<file path="src/rtl/b64enc_pkg.sv">
// Shared types, constants and the character map of the base64 stream encoder.
// Used by every module under rtl/; depends on nothing.
package b64enc_pkg;

   // Group queue between the byte front and the character back; depth is a power of two.
   localparam int QDEPTH = 2;
   localparam int QPTR_W = $clog2(QDEPTH);
   localparam int QCNT_W = $clog2(QDEPTH + 1);

   localparam logic [6:0] PAD_CHAR   = 7'h3D;  // '='
   localparam logic [6:0] PLUS_CHAR  = 7'h2B;  // '+'
   localparam logic [6:0] SLASH_CHAR = 7'h2F;  // '/'
   localparam logic [6:0] UPPER_OFS  = 7'd65;  // 'A'
   localparam logic [6:0] LOWER_OFS  = 7'd71;  // 'a' - 26
   localparam logic [6:0] DIGIT_OFS  = 7'd4;   // 52 - '0'

   localparam logic [1:0] SEXT_LAST = 2'd3;

   // One 24-bit group; held is the number of bytes pending before the closing byte (0..2).
   typedef struct packed {
      logic [23:0] bits;
      logic [1:0]  held;
      logic        last;
   } group_type;

   function automatic logic [6:0] b64_char(input logic [5:0] v);
      logic [6:0] code;
      if (v < 6'd26) begin
         code = 7'(v) + UPPER_OFS;
      end else if (v < 6'd52) begin
         code = 7'(v) + LOWER_OFS;
      end else if (v < 6'd62) begin
         code = 7'(v) - DIGIT_OFS;
      end else if (v == 6'd62) begin
         code = PLUS_CHAR;
      end else begin
         code = SLASH_CHAR;
      end
      return code;
   endfunction

endpackage

</file>
<file path="src/rtl/b64enc_front.sv">
// Byte front end: accepts message bytes, holds up to two, and closes 24-bit groups.
// Depends on b64enc_pkg.
module b64enc_front (
   input  logic                  clock,
   input  logic                  reset,
   input  logic                  req_valid,
   output logic                  req_ready,
   input  logic [7:0]            req_data_byte,
   input  logic                  req_message_end,
   output logic                  grp_valid,
   input  logic                  grp_ready,
   output b64enc_pkg::group_type grp_data
);
   import b64enc_pkg::*;

   logic [1:0]  pend_cnt_ff, pend_cnt_in;
   logic [15:0] pend_bytes_ff, pend_bytes_in;
   logic        take;
   logic        closes;

   assign req_ready = grp_ready;
   assign take      = req_valid && req_ready;
   assign closes    = req_message_end || (pend_cnt_ff >= 2'd2);
   assign grp_valid = take && closes;

   always_comb begin
      grp_data.held = (pend_cnt_ff > 2'd2) ? 2'd2 : pend_cnt_ff;
      grp_data.last = req_message_end;
      case (grp_data.held)
         2'd0:    grp_data.bits = {req_data_byte, 16'd0};
         2'd1:    grp_data.bits = {pend_bytes_ff[15:8], req_data_byte, 8'd0};
         default: grp_data.bits = {pend_bytes_ff, req_data_byte};
      endcase
   end

   always_comb begin
      pend_cnt_in   = pend_cnt_ff;
      pend_bytes_in = pend_bytes_ff;
      if (take) begin
         if (closes) begin
            pend_cnt_in   = 2'd0;
            pend_bytes_in = 16'd0;
         end else begin
            pend_cnt_in = pend_cnt_ff + 2'd1;
            if (pend_cnt_ff == 2'd0) begin
               pend_bytes_in = {req_data_byte, 8'd0};
            end else begin
               pend_bytes_in = {pend_bytes_ff[15:8], req_data_byte};
            end
         end
      end
   end

   always_ff @(posedge clock) begin
      if (reset) begin
         pend_cnt_ff   <= 2'd0;
         pend_bytes_ff <= 16'd0;
      end else begin
         pend_cnt_ff   <= pend_cnt_in;
         pend_bytes_ff <= pend_bytes_in;
      end
   end

endmodule

</file>
<file path="src/rtl/b64enc_fifo.sv">
// Short group queue that decouples the byte front from the character back.
// Depends on b64enc_pkg.
module b64enc_fifo (
   input  logic                      clock,
   input  logic                      reset,
   input  logic                      push_valid,
   output logic                      push_ready,
   input  b64enc_pkg::group_type     push_data,
   output logic                      pop_valid,
   input  logic                      pop_ready,
   output b64enc_pkg::group_type     pop_data,
   output logic [b64enc_pkg::QCNT_W-1:0] fill
);
   import b64enc_pkg::*;

   group_type            q_ff [QDEPTH];
   logic [QPTR_W-1:0]    wr_ptr_ff, wr_ptr_in;
   logic [QPTR_W-1:0]    rd_ptr_ff, rd_ptr_in;
   logic [QCNT_W-1:0]    cnt_ff, cnt_in;
   logic                 do_push, do_pop;

   assign push_ready = (cnt_ff != QCNT_W'(QDEPTH));
   assign pop_valid  = (cnt_ff != '0);
   assign pop_data   = q_ff[rd_ptr_ff];
   assign fill       = cnt_ff;

   assign do_push = push_valid && push_ready;
   assign do_pop  = pop_valid && pop_ready;

   // Pointers wrap naturally since the depth is a power of two.
   always_comb begin
      wr_ptr_in = do_push ? wr_ptr_ff + QPTR_W'(1) : wr_ptr_ff;
      rd_ptr_in = do_pop  ? rd_ptr_ff + QPTR_W'(1) : rd_ptr_ff;
      cnt_in    = cnt_ff;
      if (do_push && !do_pop) begin
         cnt_in = cnt_ff + QCNT_W'(1);
      end else if (do_pop && !do_push) begin
         cnt_in = cnt_ff - QCNT_W'(1);
      end
   end

   always_ff @(posedge clock) begin
      if (reset) begin
         wr_ptr_ff <= '0;
         rd_ptr_ff <= '0;
         cnt_ff    <= '0;
      end else begin
         wr_ptr_ff <= wr_ptr_in;
         rd_ptr_ff <= rd_ptr_in;
         cnt_ff    <= cnt_in;
      end
   end

   always_ff @(posedge clock) begin
      if (do_push) begin
         q_ff[wr_ptr_ff] <= push_data;
      end
   end

endmodule

</file>
<file path="src/rtl/b64enc_back.sv">
// Character back end: splits each queued group into four sextets and registers one
// ASCII character per cycle unless rsp stalls. Depends on b64enc_pkg.
module b64enc_back (
   input  logic                  clock,
   input  logic                  reset,
   input  logic                  grp_valid,
   output logic                  grp_ready,
   input  b64enc_pkg::group_type grp_data,
   output logic                  rsp_valid,
   input  logic                  rsp_ready,
   output logic [6:0]            rsp_char_code,
   output logic                  rsp_group_end,
   output logic                  rsp_message_done
);
   import b64enc_pkg::*;

   logic [1:0] idx_ff, idx_in;
   logic       out_valid_ff, out_valid_in;
   logic [6:0] char_ff, char_in;
   logic       gend_ff, gend_in;
   logic       mdone_ff, mdone_in;
   logic       emit;
   logic [5:0] sext;
   logic       pad;

   // Advance when the output register is empty or being drained.
   assign emit      = grp_valid && (!out_valid_ff || rsp_ready);
   assign grp_ready = emit && (idx_ff == SEXT_LAST);

   always_comb begin
      case (idx_ff)
         2'd0:    sext = grp_data.bits[23:18];
         2'd1:    sext = grp_data.bits[17:12];
         2'd2:    sext = grp_data.bits[11:6];
         default: sext = grp_data.bits[5:0];
      endcase
      pad = ((idx_ff == 2'd2) && (grp_data.held == 2'd0))
         || ((idx_ff == SEXT_LAST) && (grp_data.held != 2'd2));
   end

   always_comb begin
      idx_in       = idx_ff;
      out_valid_in = out_valid_ff;
      char_in      = char_ff;
      gend_in      = gend_ff;
      mdone_in     = mdone_ff;
      if (emit) begin
         idx_in       = idx_ff + 2'd1;
         out_valid_in = 1'b1;
         char_in      = pad ? PAD_CHAR : b64_char(sext);
         gend_in      = (idx_ff == SEXT_LAST);
         mdone_in     = (idx_ff == SEXT_LAST) && grp_data.last;
      end else if (rsp_ready) begin
         out_valid_in = 1'b0;
      end
   end

   always_ff @(posedge clock) begin
      if (reset) begin
         idx_ff       <= 2'd0;
         out_valid_ff <= 1'b0;
      end else begin
         idx_ff       <= idx_in;
         out_valid_ff <= out_valid_in;
      end
   end

   always_ff @(posedge clock) begin
      char_ff  <= char_in;
      gend_ff  <= gend_in;
      mdone_ff <= mdone_in;
   end

   assign rsp_valid        = out_valid_ff;
   assign rsp_char_code    = char_ff;
   assign rsp_group_end    = gend_ff;
   assign rsp_message_done = mdone_ff;

endmodule

</file>
<file path="src/rtl/base64_stream_encoder.sv">
// Top level of the base64 stream encoder: byte front, group queue, character back.
// Depends on b64enc_pkg, b64enc_front, b64enc_fifo and b64enc_back.
//
//   channel | ports                                              | role
//   req     | req_valid req_ready req_data_byte req_message_end  | message bytes in
//   rsp     | rsp_valid rsp_ready rsp_char_code rsp_group_end    | characters out
//           | rsp_message_done                                   |
//
// A byte is taken every cycle while the group queue has room; a closing byte
// needs a free queue slot. Characters leave one per cycle while rsp_ready is high,
// from a single output register. With the back end idle, a group's closing byte
// is written into the group queue, then popped into the output register that
// drives the group's first character.
// Reset clears the held bytes, the queue and the valid flag of the output register.
// A stall on rsp fills the queue, then holds off req; neither side drops data.
module base64_stream_encoder (
   input  logic       clock,
   input  logic       reset,
   input  logic       req_valid,
   output logic       req_ready,
   input  logic [7:0] req_data_byte,
   input  logic       req_message_end,
   output logic       rsp_valid,
   input  logic       rsp_ready,
   output logic [6:0] rsp_char_code,
   output logic       rsp_group_end,
   output logic       rsp_message_done
);
   import b64enc_pkg::*;

   group_type         push_data, pop_data;
   logic              push_valid, push_ready;
   logic              pop_valid, pop_ready;
   logic [QCNT_W-1:0] q_fill;

   b64enc_front u_front (
      .clock           (clock),
      .reset           (reset),
      .req_valid       (req_valid),
      .req_ready       (req_ready),
      .req_data_byte   (req_data_byte),
      .req_message_end (req_message_end),
      .grp_valid       (push_valid),
      .grp_ready       (push_ready),
      .grp_data        (push_data)
   );

   b64enc_fifo u_fifo (
      .clock      (clock),
      .reset      (reset),
      .push_valid (push_valid),
      .push_ready (push_ready),
      .push_data  (push_data),
      .pop_valid  (pop_valid),
      .pop_ready  (pop_ready),
      .pop_data   (pop_data),
      .fill       (q_fill)
   );

   b64enc_back u_back (
      .clock            (clock),
      .reset            (reset),
      .grp_valid        (pop_valid),
      .grp_ready        (pop_ready),
      .grp_data         (pop_data),
      .rsp_valid        (rsp_valid),
      .rsp_ready        (rsp_ready),
      .rsp_char_code    (rsp_char_code),
      .rsp_group_end    (rsp_group_end),
      .rsp_message_done (rsp_message_done)
   );

`ifndef ASSERT_OFF
   a_fill_bound: assert property (@(posedge clock) disable iff (reset)
      q_fill <= QCNT_W'(QDEPTH))
      else $error("group queue over capacity");

   a_done_ends_group: assert property (@(posedge clock) disable iff (reset)
      rsp_valid && rsp_message_done |-> rsp_group_end)
      else $error("message end outside a group end");

   a_full_blocks_req: assert property (@(posedge clock) disable iff (reset)
      q_fill == QCNT_W'(QDEPTH) |-> !req_ready)
      else $error("byte accepted with full queue");

   a_reset_clears_out: assert property (@(posedge clock)
      reset |=> !rsp_valid)
      else $error("output valid after reset");
`endif

endmodule

</file>
<file path="config.mk">
export PLATFORM = sky130hd
export DESIGN_NAME = base64_stream_encoder
export DESIGN_NICKNAME = d
export VERILOG_FILES = /design/src/rtl/b64enc_pkg.sv /design/src/rtl/b64enc_front.sv /design/src/rtl/b64enc_fifo.sv /design/src/rtl/b64enc_back.sv /design/src/rtl/base64_stream_encoder.sv
export SDC_FILE = /design/constraint.sdc
export NUM_CORES = 1
export LEC_CHECK = 0
export ABC_AREA = 1
export BUFFER_PORTS_ARGS = -buffer_cell sky130_fd_sc_hd__buf_2
export CAP_MARGIN = 40
export CORE_MARGIN = 2
export CORE_UTILIZATION = 39
export DETAILED_ROUTE_END_ITERATION = 10
export GPL_TIMING_DRIVEN = 0
export PLACE_DENSITY = 0.58
export SKIP_LAST_GASP = 1
export SYNTH_ARGS = -nofsm -noshare
export SYNTH_HDL_FRONTEND = slang
export SYNTH_SLANG_ARGS = --single-unit
</file>
<file path="constraint.sdc">
create_clock -name clock -period 7.3 [get_ports clock]
set_input_delay 1.46 -clock clock [delete_from_list [all_inputs] [get_ports clock]]
set_output_delay 1.46 -clock clock [all_outputs]
set_load 0.01 [all_outputs]
</file>
==> run_results.csv, run 1 <==
group,metric,value,unit
route,drt_wl_total,9438,µm
placement,dp_hpwl,7000,µm
placement,io_buffers,23,
final_layout,drive_above_1_share,0.1911,
power,p_per_area,280.0,mW/mm²
setup_path,endpoint_kind,"register",
route,drtPass1Iterations,4,
placement,place_area,0.004785,mm²
grt,antenna_found_initial,0,
synth,synth_top_cell_by_area,"edfxtp_1",
grt,first_global_vias,3070,
synth,synthCells,478,
final_layout,fillers,1147,
route,drc,0,
synth,synth-seq-cells,89,
clocking,clk_pin_slew,70,ps
sta,finClkSkew,8.234,ps
clocking,cts-root-buf,"clkbuf_16",
sta,worst_pin_slew,838.2,ps
clocking,insertion_delay,340,ps
synth,synth_cell_type_count,36,
setup_path,reg2reg_from,"u_front.pend_cnt_ff[1]",
flow_run,max_cap_viol_count,0,
sta,rsz0062_at_grt,"false",
route,antenna_left,0,
final_layout,final_util,0.4478,
floorplanning,die_area,0.01233,mm²
synth,yosysWarningCount,0,
route,vias_per_cell,4.825,
placement,routabilityCongestion,0.8419,
clocking,post_cts_buffers,0,
sta,setup_ws,4204,ps
setup_path,critPathRequiredTime,7530,ps
synth,syn_nets,503,
placement,dpl.cell_count,645,
synth,syn_area_per_cell,9.347,µm²
route,detail_route.wl_per_cell,14.28,µm
sta,hold_ws,463.1,ps
floorplanning,dieWidth,111.0,µm
placement,pre_cts_slack,3857,ps
outcome,status,"finished clean",
final_layout,num_antenna_cells,0,
grt,grt_pass1_wl,15700,µm
grt,grt_max_degree,29,
min_path,min_to,"u_front.pend_bytes_ff[12]",
sta,timing.final.crit_period,3096,ps
final_layout,mostFrequentLayoutCells,"nand2_1 (153), edfxtp_1 (63), inv_1 (44), nand3_1 (28), dfxtp_1 (26)",
sta,period_share,0.4242,
floorplanning,die_h,111.0,µm
setup_path,r2r_cells,9,
floorplanning,core-area,0.01132,mm²
sta,finalSetupTns,0,ps
clocking,h-tree-depth,3,
sta,final_max_slew_viol_count,0,
power,leakagePower,2.173,nW
floorplanning,num_rows,39,
route,num_vias,3189,
clocking,cts_tree,"done",
power,vdd_drop_max,0.1503,mV
setup_path,crit_type,"in -> reg",
min_path,hold_class,"reg -> reg",
setup_path,critical_path.startpoint,"rsp_ready",
final_layout,area_growth,13.47,%
sta,setup_viol,0,
clocking,ctsHoldBuffers,0,
min_path,min_from,"u_front.pend_bytes_ff[12]",
synth,synth-seq-area-share,0.5399,
clocking,cts.sinks,89,
setup_path,startpoint_type,"input pin",
power,power,1.420,mW
final_layout,layout.nets,538,
synth,synth.top_cell.area_share,0.4234,
clocking,cts_max_path_buffers,2,
min_path,min_path_cells,2,
setup_path,r2r-end,"u_front.pend_bytes_ff[0]",
floorplanning,initial_utilization,0.3947,
final_layout,layout_commonest_cell,"nand2_1",
grt,track_usage,0.1613,
synth,ys.flop_type,"edfxtp_1",
sta,relSlewSlack,0.4399,
sta,hold_violations,0,
final_layout,final_cell_area,0.005070,mm²
floorplanning,ios,24,
final_layout,layoutNonFillerInstCount,661,
setup_path,regToRegSetupSlack,4890,ps
final_layout,regArea,0.002412,mm²
setup_path,path_max_fanout,9,
synth,async_flop_share,0,
sta,max_freq,322.9,MHz
clocking,cts_made_buffers,9,
grt,grt_overflow_total,0,
synth,syn-cell-area,0.004468,mm²
clocking,post_cts_resized,0,
route,drtIter0Drc,150,
synth,synth_edf_count,63,
synth,synth_area_leaders,"edfxtp_1 (42%), nand2_1 (13%), dfxtp_1 (12%), inv_1 (3.7%), ha_1 (3.4%)",
setup_path,crit_arrival,3330,ps
final_layout,multiInputGateArea,0.001783,mm²
## cell usage after synthesis, types with 2 or more instances
cell and n:
clkbuf_1 8, o21ai_1 2, ha_1 12, nand2_1 153
nor2_4 5, inv_1 44, a21oi_1 20, buf_6 3
nand4_1 3, xor2_1 3, buf_4 3, inv_2 2
nor2_1 27, nor2_2 3, o211ai_1 3, nand2_2 11
o21ai_0 16, a21oi_2 4, nand2_4 9, nand3_2 9
a22oi_1 9, nand3_1 28, dfxtp_1 26, edfxtp_1 63
## critical path, cell delays in order
cell and delay (ps):
buf_2 80, nor2_1 40, a21oi_1 500, buf_4 300, nand2_1 140, ha_1 350
a21oi_1 110, o21ai_0 110, o21ai_0 180, a21oi_1 60
## cell families after synthesis
logic type,Yosys count,share of synthesized area
and+or+nand+nor,253,0.2736
DFF,89,0.5399
buffers and inverters,63,0.06441
AOI/OAI and AO/OA,57,0.08037
adders and majority gates,12,0.03360
xor gates and xnor gates,3,0.005882
muxes,1,0.002240
## worst max-delay path by stage
stage,slack (ps),cells past startpoint,end
after floorplan,3940,4,u_fifo.q_ff[1][0]
after global placement,3060,5,u_fifo.q_ff[1][15]
after detailed placement,3860,10,u_fifo.fill[1]
after CTS,4220,10,u_fifo.fill[1]
after global routing,4070,10,u_fifo.fill[1]
final,4200,10,u_fifo.fill[1]
## cell type report
class	count	area share
Timing Repair Buffer	24	0.02419
Sequential cell	89	0.4758
Multi-Input combinational cell	326	0.3517
Tap cell	143	0.03529
Clock inverter	7	0.01185
Inverter	47	0.03480
Clock buffer	9	0.04442
Buffer	16	0.02196
## routing by layer
layer / routed length, µm / track usage / vias up
met5: 0 / 0 / -
li1: - / - / 1641
met1: 4497 / 0.2138 / 1491
met2: 4508 / 0.2708 / 48
met4: 83 / 0.03292 / 0
met3: 349 / 0.04046 / 9
## where the power goes
part	internal, mW	switching [mW]
sequential	0.591	0.0133
combinational	0.124	0.247
clock	0.237	0.207
## flip-flops by register name, indices dropped and copies added, names as in the netlist, named ones only
signal / cells
u_fifo.fill: 2
u_fifo.wr_ptr_ff: 1
u_back.rsp_char_code: 7
u_back.idx_ff: 2
u_back.rsp_message_done: 1
u_fifo.q_ff: 54
u_front.pend_bytes_ff: 16
u_front.pend_cnt_ff: 2
u_back.rsp_valid: 1
u_fifo.rd_ptr_ff: 1
u_back.rsp_group_end: 1
No activity file was read; power rests on OpenSTA's default activity.
==> run 2: changes to the inputs <==
- ABC_AREA: 1 -> 0
- PLACE_DENSITY: 0.58 -> 0.6
- clock period: 7.3 -> 2.6 ns (I/O delays scaled with it)
==> run 2 against run 1 <==
Net effect:
- final area shrank 4.9%
- cell count down 20%
- critical path depth increased by 2
- via count shrank 12%
- register-to-register slack got worse by 4800 ps
- non-clock buffer count is 9 higher
- first-iteration DRC count is 10% higher
- sequential power grew to 2.8 times the previous value
- clock skew down 2.4 ps
- die area fell by 8.0%
- routed wire length shrank 9.2%
- highest routed layer unchanged
==> run_results.csv, run 2 <==
group,metric,value,unit
floorplanning,die_h,106.5,µm
synth,ys.flop_type,"edfxtp_1",
sta,final_max_slew_viol_count,0,
flow_run,max_cap_viol_count,0,
clocking,insertion_delay,360,ps
route,drtPass1Iterations,5,
synth,synth-seq-area-share,0.5885,
grt,first_global_vias,2647,
clocking,h-tree-depth,3,
setup_path,regToRegSetupSlack,100,ps
clocking,cts.sinks,89,
final_layout,fillers,959,
setup_path,endpoint_kind,"register",
synth,syn_area_per_cell,11.78,µm²
clocking,cts_made_buffers,9,
route,detail_route.wl_per_cell,16.17,µm
final_layout,drive_above_1_share,0.2005,
clocking,cts-root-buf,"clkbuf_8",
final_layout,largest_reg_flops,54,
grt,grt_max_degree,17,
synth,synth.top_cell.area_share,0.4615,
final_layout,final_util,0.4690,
clocking,cts_tree,"done",
synth,synth_area_leaders,"edfxtp_1 (46%), dfxtp_1 (13%), a22oi_1 (4.2%), ha_1 (3.7%), nand2_1 (3.0%)",
sta,setup_ws,98.34,ps
sta,max_freq,399.7,MHz
sta,finalSetupTns,0,ps
power,leakagePower,1.662,nW
route,num_vias,2821,
synth,synth_common_cells,"edfxtp_1 (63), nand2_1 (33), nor2_1 (31)",
setup_path,crit_type,"reg -> reg",
setup_path,startpoint_type,"register",
route,drc,0,
final_layout,layout.nets,414,
placement,dp_hpwl,6088,µm
final_layout,mostFrequentLayoutCells,"edfxtp_1 (63), nand2_1 (32), nor2_1 (31), dfxtp_1 (24)",
floorplanning,die_area,0.01135,mm²
sta,relSlewSlack,0.5060,
grt,grt_overflow_total,0,
sta,setup_viol,0,
sta,period_share,0.9622,
sta,timing.final.crit_period,2502,ps
floorplanning,num_rows,37,
final_layout,largest-register,"u_fifo.q_ff",
outcome,status,"finished clean",
placement,routabilityCongestion,0.8691,
route,vias_per_cell,5.323,
route,drtIter0Drc,165,
synth,async_flop_share,0,
clocking,clk_pin_slew,90,ps
setup_path,crit_arrival,2610,ps
synth,synth_top_cell_by_area,"edfxtp_1",
sta,rsz0062_at_grt,"true",
sta,finClkSkew,5.794,ps
power,power,3.578,mW
sta,worst_pin_slew,731.4,ps
grt,antenna_found_initial,0,
synth,synth_edf_count,63,
synth,syn_nets,373,
route,antenna_left,0,
setup_path,critPathRequiredTime,2700,ps
setup_path,path_max_fanout,10,
floorplanning,dieWidth,106.5,µm
synth,synth-seq-cells,89,
synth,synth_cell_type_count,48,
placement,pre_cts_slack,-409.0,ps
power,vdd_drop_max,0.3729,mV
final_layout,area_growth,17.58,%
floorplanning,core-area,0.01028,mm²
sta,hold_violations,0,
final_layout,num_antenna_cells,0,
power,p_per_area,742.3,mW/mm²
synth,yosysWarningCount,0,
final_layout,layout_commonest_cell,"edfxtp_1",
synth,synthCells,348,
grt,track_usage,0.1584,
floorplanning,ios,24,
placement,io_buffers,22,
clocking,cts_max_path_buffers,2,
synth,syn-cell-area,0.004099,mm²
grt,grt_pass1_wl,13750,µm
floorplanning,initial_utilization,0.3988,
route,drt_wl_total,8572,µm
synth,yosysMostFrequentCell,"edfxtp_1",
min_path,hold_class,"in -> reg",
run 2: cell types whose count changed after synthesis, moves of 5 or more:
cell	change
nor2_4	-5
a22oi_1	+14
and2_1	+14
a22o_1	+13
nand2_2	-11
nand2_4	-9
nand2_1	-120
a21oi_1	-7
nand3_2	-8
nand2b_1	+11
inv_1	-36
mux2i_1	+8
nand3_1	-20
run 2: layout make-up:
type	instances	area (µm²)	area share
flip-flops and latches	89	2420	0.5021
multi-input cells	232	1693	0.3512
repair buffers	30	186.4	0.03868
well taps	136	170.2	0.03531
clock buffers	10	127.6	0.02648
plain buffers	19	125.1	0.02596
clock inverters	6	67.56	0.01402
inverters	8	30.03	0.006231
run 2: metal layers:
metal	wire length, µm	global-route usage
met5	0	0
met4	95	0.04638
met3	301	0.03863
met2	4075	0.2637
met1	4099	0.2054
run 2: final timing paths:
path / startpoint / to / cells after the start
max: u_back.idx_ff[0] / u_back.rsp_char_code[4] / 12
min: req_message_end / u_fifo.q_ff[0][0] / 1
max reg2reg: u_back.idx_ff[0] / u_back.rsp_char_code[4] / 12
min reg2reg: u_front.pend_bytes_ff[11] / u_front.pend_bytes_ff[11] / 2
run 2: kinds of logic after synthesis:
logic type	share of synthesized area
fa+ha+maj	0.03938
buf+inv	0.03296
simple gates	0.1285
compound gates	0.1731
xor+xnor	0.01282
flops	0.5885
mux	0.02473
run 2: stage by stage:
step	instances	instance area (µm²)	hold WS [ps]
after floorplan	348	4104	466.3
after global placement	506	4384	477.2
after detailed placement	509	4425	483.3
after CTS	529	4693	392.0
after global routing	530	4820	397.3
final	530	4820	417.2
run 2: timing repair:
action / 4_1_cts / 5_1_grt
gates cloned: 0 / 0
hold buffers: 0 / 0
endpoints found under the setup margin: 4 / 17
pin swaps: 4 / 6
setup buffers: 4 / 1
resized for setup: 12 / 24
run 2: where the power goes:
group | switching (mW) | total [mW] | leakage, nW | internal (mW)
combinational | 0.542 | 0.955 | 0.769 | 0.414
clock | 0.491 | 0.939 | 0.0945 | 0.448
sequential | 0.0376 | 1.68 | 0.798 | 1.65
run 2: critical path: stages (launching register included):
cell and delay, ps:
dfxtp_4 370, inv_2 60, ha_4 180, buf_6 140, a222oi_1 330, a22oi_1 130, nand2_2 170, buf_6 150
inv_1 60, ha_2 190, nand4_1 70, a21oi_1 70, a311o_1 330
==> run 3: changes to the inputs <==
- RECOVER_POWER: not set -> 25
- SLEW_MARGIN: not set -> 0
==> run 3 against run 2 <==
Net effect:
- first-iteration DRC count stayed put
- via count stayed put
- register-to-register slack hardly changed
- critical path type unchanged
- sequential power hardly changed
- sequential share of layout area hardly changed
- global-route usage stayed put
- final area hardly changed
- total power hardly changed
- critical endpoint unchanged
- non-clock buffer count stayed put
- routed wire length stayed put
- clock skew stayed put
==> run_results.csv, run 3 (synthesis results as in run 2) <==
group,metric,value,unit
outcome,status,"finished clean",
sta,finClkSkew,5.794,ps
setup_path,cp_slowest_cell,"dfxtp_4",
floorplanning,core-area,0.01028,mm²
grt,first_global_vias,2647,
route,vias_per_cell,5.323,
grt,grt_max_degree,17,
final_layout,final_cell_area,0.004818,mm²
grt,grt_overflow_total,0,
route,drc,0,
sta,rsz0062_at_grt,"true",
power,leakagePower,1.659,nW
final_layout,mostFrequentLayoutCells,"edfxtp_1 (63), nand2_1 (32), nor2_1 (31), dfxtp_1 (24), a22oi_1 (23)",
placement,place_area,0.004425,mm²
route,detail_route.wl_per_cell,16.17,µm
floorplanning,die_area,0.01135,mm²
clocking,cts-root-buf,"clkbuf_8",
clocking,clk_pin_slew,90,ps
power,vdd_drop_max,0.3729,mV
clocking,h-tree-depth,3,
setup_path,crit_arrival,2610,ps
sta,worst_pin_slew,731.4,ps
placement,dp_hpwl,6088,µm
final_layout,largest_reg_flops,54,
grt,track_usage,0.1584,
sta,setup_viol,0,
placement,pre_cts_slack,-409.0,ps
floorplanning,dieWidth,106.5,µm
placement,io_buffers,22,
power,power,3.577,mW
sta,relSlewSlack,0.5060,
sta,period_share,0.9622,
grt,antenna_found_initial,0,
sta,hold_violations,0,
final_layout,drive_above_1_share,0.1980,
final_layout,layout_commonest_cell,"edfxtp_1",
setup_path,path_max_fanout,10,
clocking,cts.sinks,89,
floorplanning,num_rows,37,
floorplanning,initial_utilization,0.3988,
min_path,hold_class,"in -> reg",
final_layout,area_growth,17.55,%
clocking,cts_tree,"done",
setup_path,crit_type,"reg -> reg",
clocking,insertion_delay,360,ps
sta,timing.final.crit_period,2502,ps
route,drt_wl_total,8572,µm
final_layout,layout.nets,414,
placement,routabilityCongestion,0.8691,
floorplanning,ios,24,
route,antenna_left,0,
route,num_vias,2821,
sta,final_max_slew_viol_count,0,
setup_path,cpPeakStageDelay,370,ps
clocking,cts_made_buffers,9,
setup_path,crit_family,"compound AO/OA/AOI/OAI gates",
setup_path,crit_chain,"inv_2 -> ha_4 -> buf_6 -> a222oi_1 -> a22oi_1 -> nand2_2 -> buf_6 -> inv_1 -> ha_2 -> nand4_1 -> a21oi_1 -> a311o_1",
grt,grt_pass1_wl,13750,µm
setup_path,critPathRequiredTime,2700,ps
sta,setup_ws,98.34,ps
flow_run,max_cap_viol_count,0,
route,drtIter0Drc,165,
setup_path,startpoint_type,"register",
setup_path,worst-path-buf-inv,4,
power,p_per_area,742.5,mW/mm²
sta,max_freq,399.7,MHz
final_layout,largest-register,"u_fifo.q_ff",
floorplanning,die_h,106.5,µm
setup_path,endpoint_kind,"register",
route,drtPass1Iterations,5,
clocking,cts_max_path_buffers,2,
final_layout,num_antenna_cells,0,
setup_path,crit_path_frequent_cell,"buf_6",
[run 3: changes by cell type in the layout (fill, tap and decap cells not counted)]
| cell | before | now |
|---|---|---|
| buf_2 | 23 | 22 |
| clkbuf_1 | 11 | 12 |
[run 3: stage by stage]
stage                     hold slack (ps)    util  TNS [ps]  instances
after CTS                           392.0  0.4567         0        529
after floorplan                     466.3       -         0        348
final                               451.8  0.4688         0        530
after global routing                438.5  0.4688    -32.44        530
after global placement              477.2  0.4266    -14830        506
after detailed placement            483.3  0.4306    -995.5        509
[run 3: where the power goes]
part	total (mW)	internal, mW	leakage, nW	switching [mW]
Sequential	1.68	1.65	0.798	0.0376
Clock	0.939	0.448	0.0945	0.491
Combinational	0.955	0.413	0.767	0.542
Total	3.58	2.51	1.66	1.07
[run 3: area by class of cell]
type | count | area [µm²]
clock inverter | 6 | 67.56
multi-input combinational | 232 | 1693
buffer | 19 | 125.1
tap | 136 | 170.2
clock buffer | 10 | 127.6
sequential | 89 | 2420
inverter | 8 | 30.03
timing repair buffer | 30 | 185.2
fill | 960 | 5459
[run 3: metal layers]
layer  part of all wire  global-route usage  up-vias
li1                   -                   -     1377
met1               0.48              0.2054     1377
met2               0.48              0.2637       55
met3              0.035             0.03863       12
met4              0.011             0.04638        0
met5                  0                   0        -
[run 3: repair_timing]
action                     CTS  global route
cloned                       0             0
setup endpoints to repair    4            17
pin swaps                    4             6
resized for setup           12            24
hold buffers                 0             0
buffers inserted             4             1
[run 3: path summary, 6_finish.rpt]
kind                              from                         to  slack (ps)  depth (start not counted)
max                   u_back.idx_ff[0]    u_back.rsp_char_code[4]         100                         12
max reg2reg           u_back.idx_ff[0]    u_back.rsp_char_code[4]         100                         12
min reg2reg  u_front.pend_bytes_ff[11]  u_front.pend_bytes_ff[11]         510                          2
min                          rsp_ready           u_back.rsp_valid         450                          3
[run 3: worst reg2reg max path, cell delays in order, from the launching register on]
cell,delay (ps)
dfxtp_4,370
inv_2,60
ha_4,180
buf_6,140
a222oi_1,330
a22oi_1,130
nand2_2,170
buf_6,150
inv_1,60
ha_2,190
nand4_1,70
a21oi_1,70
a311o_1,330
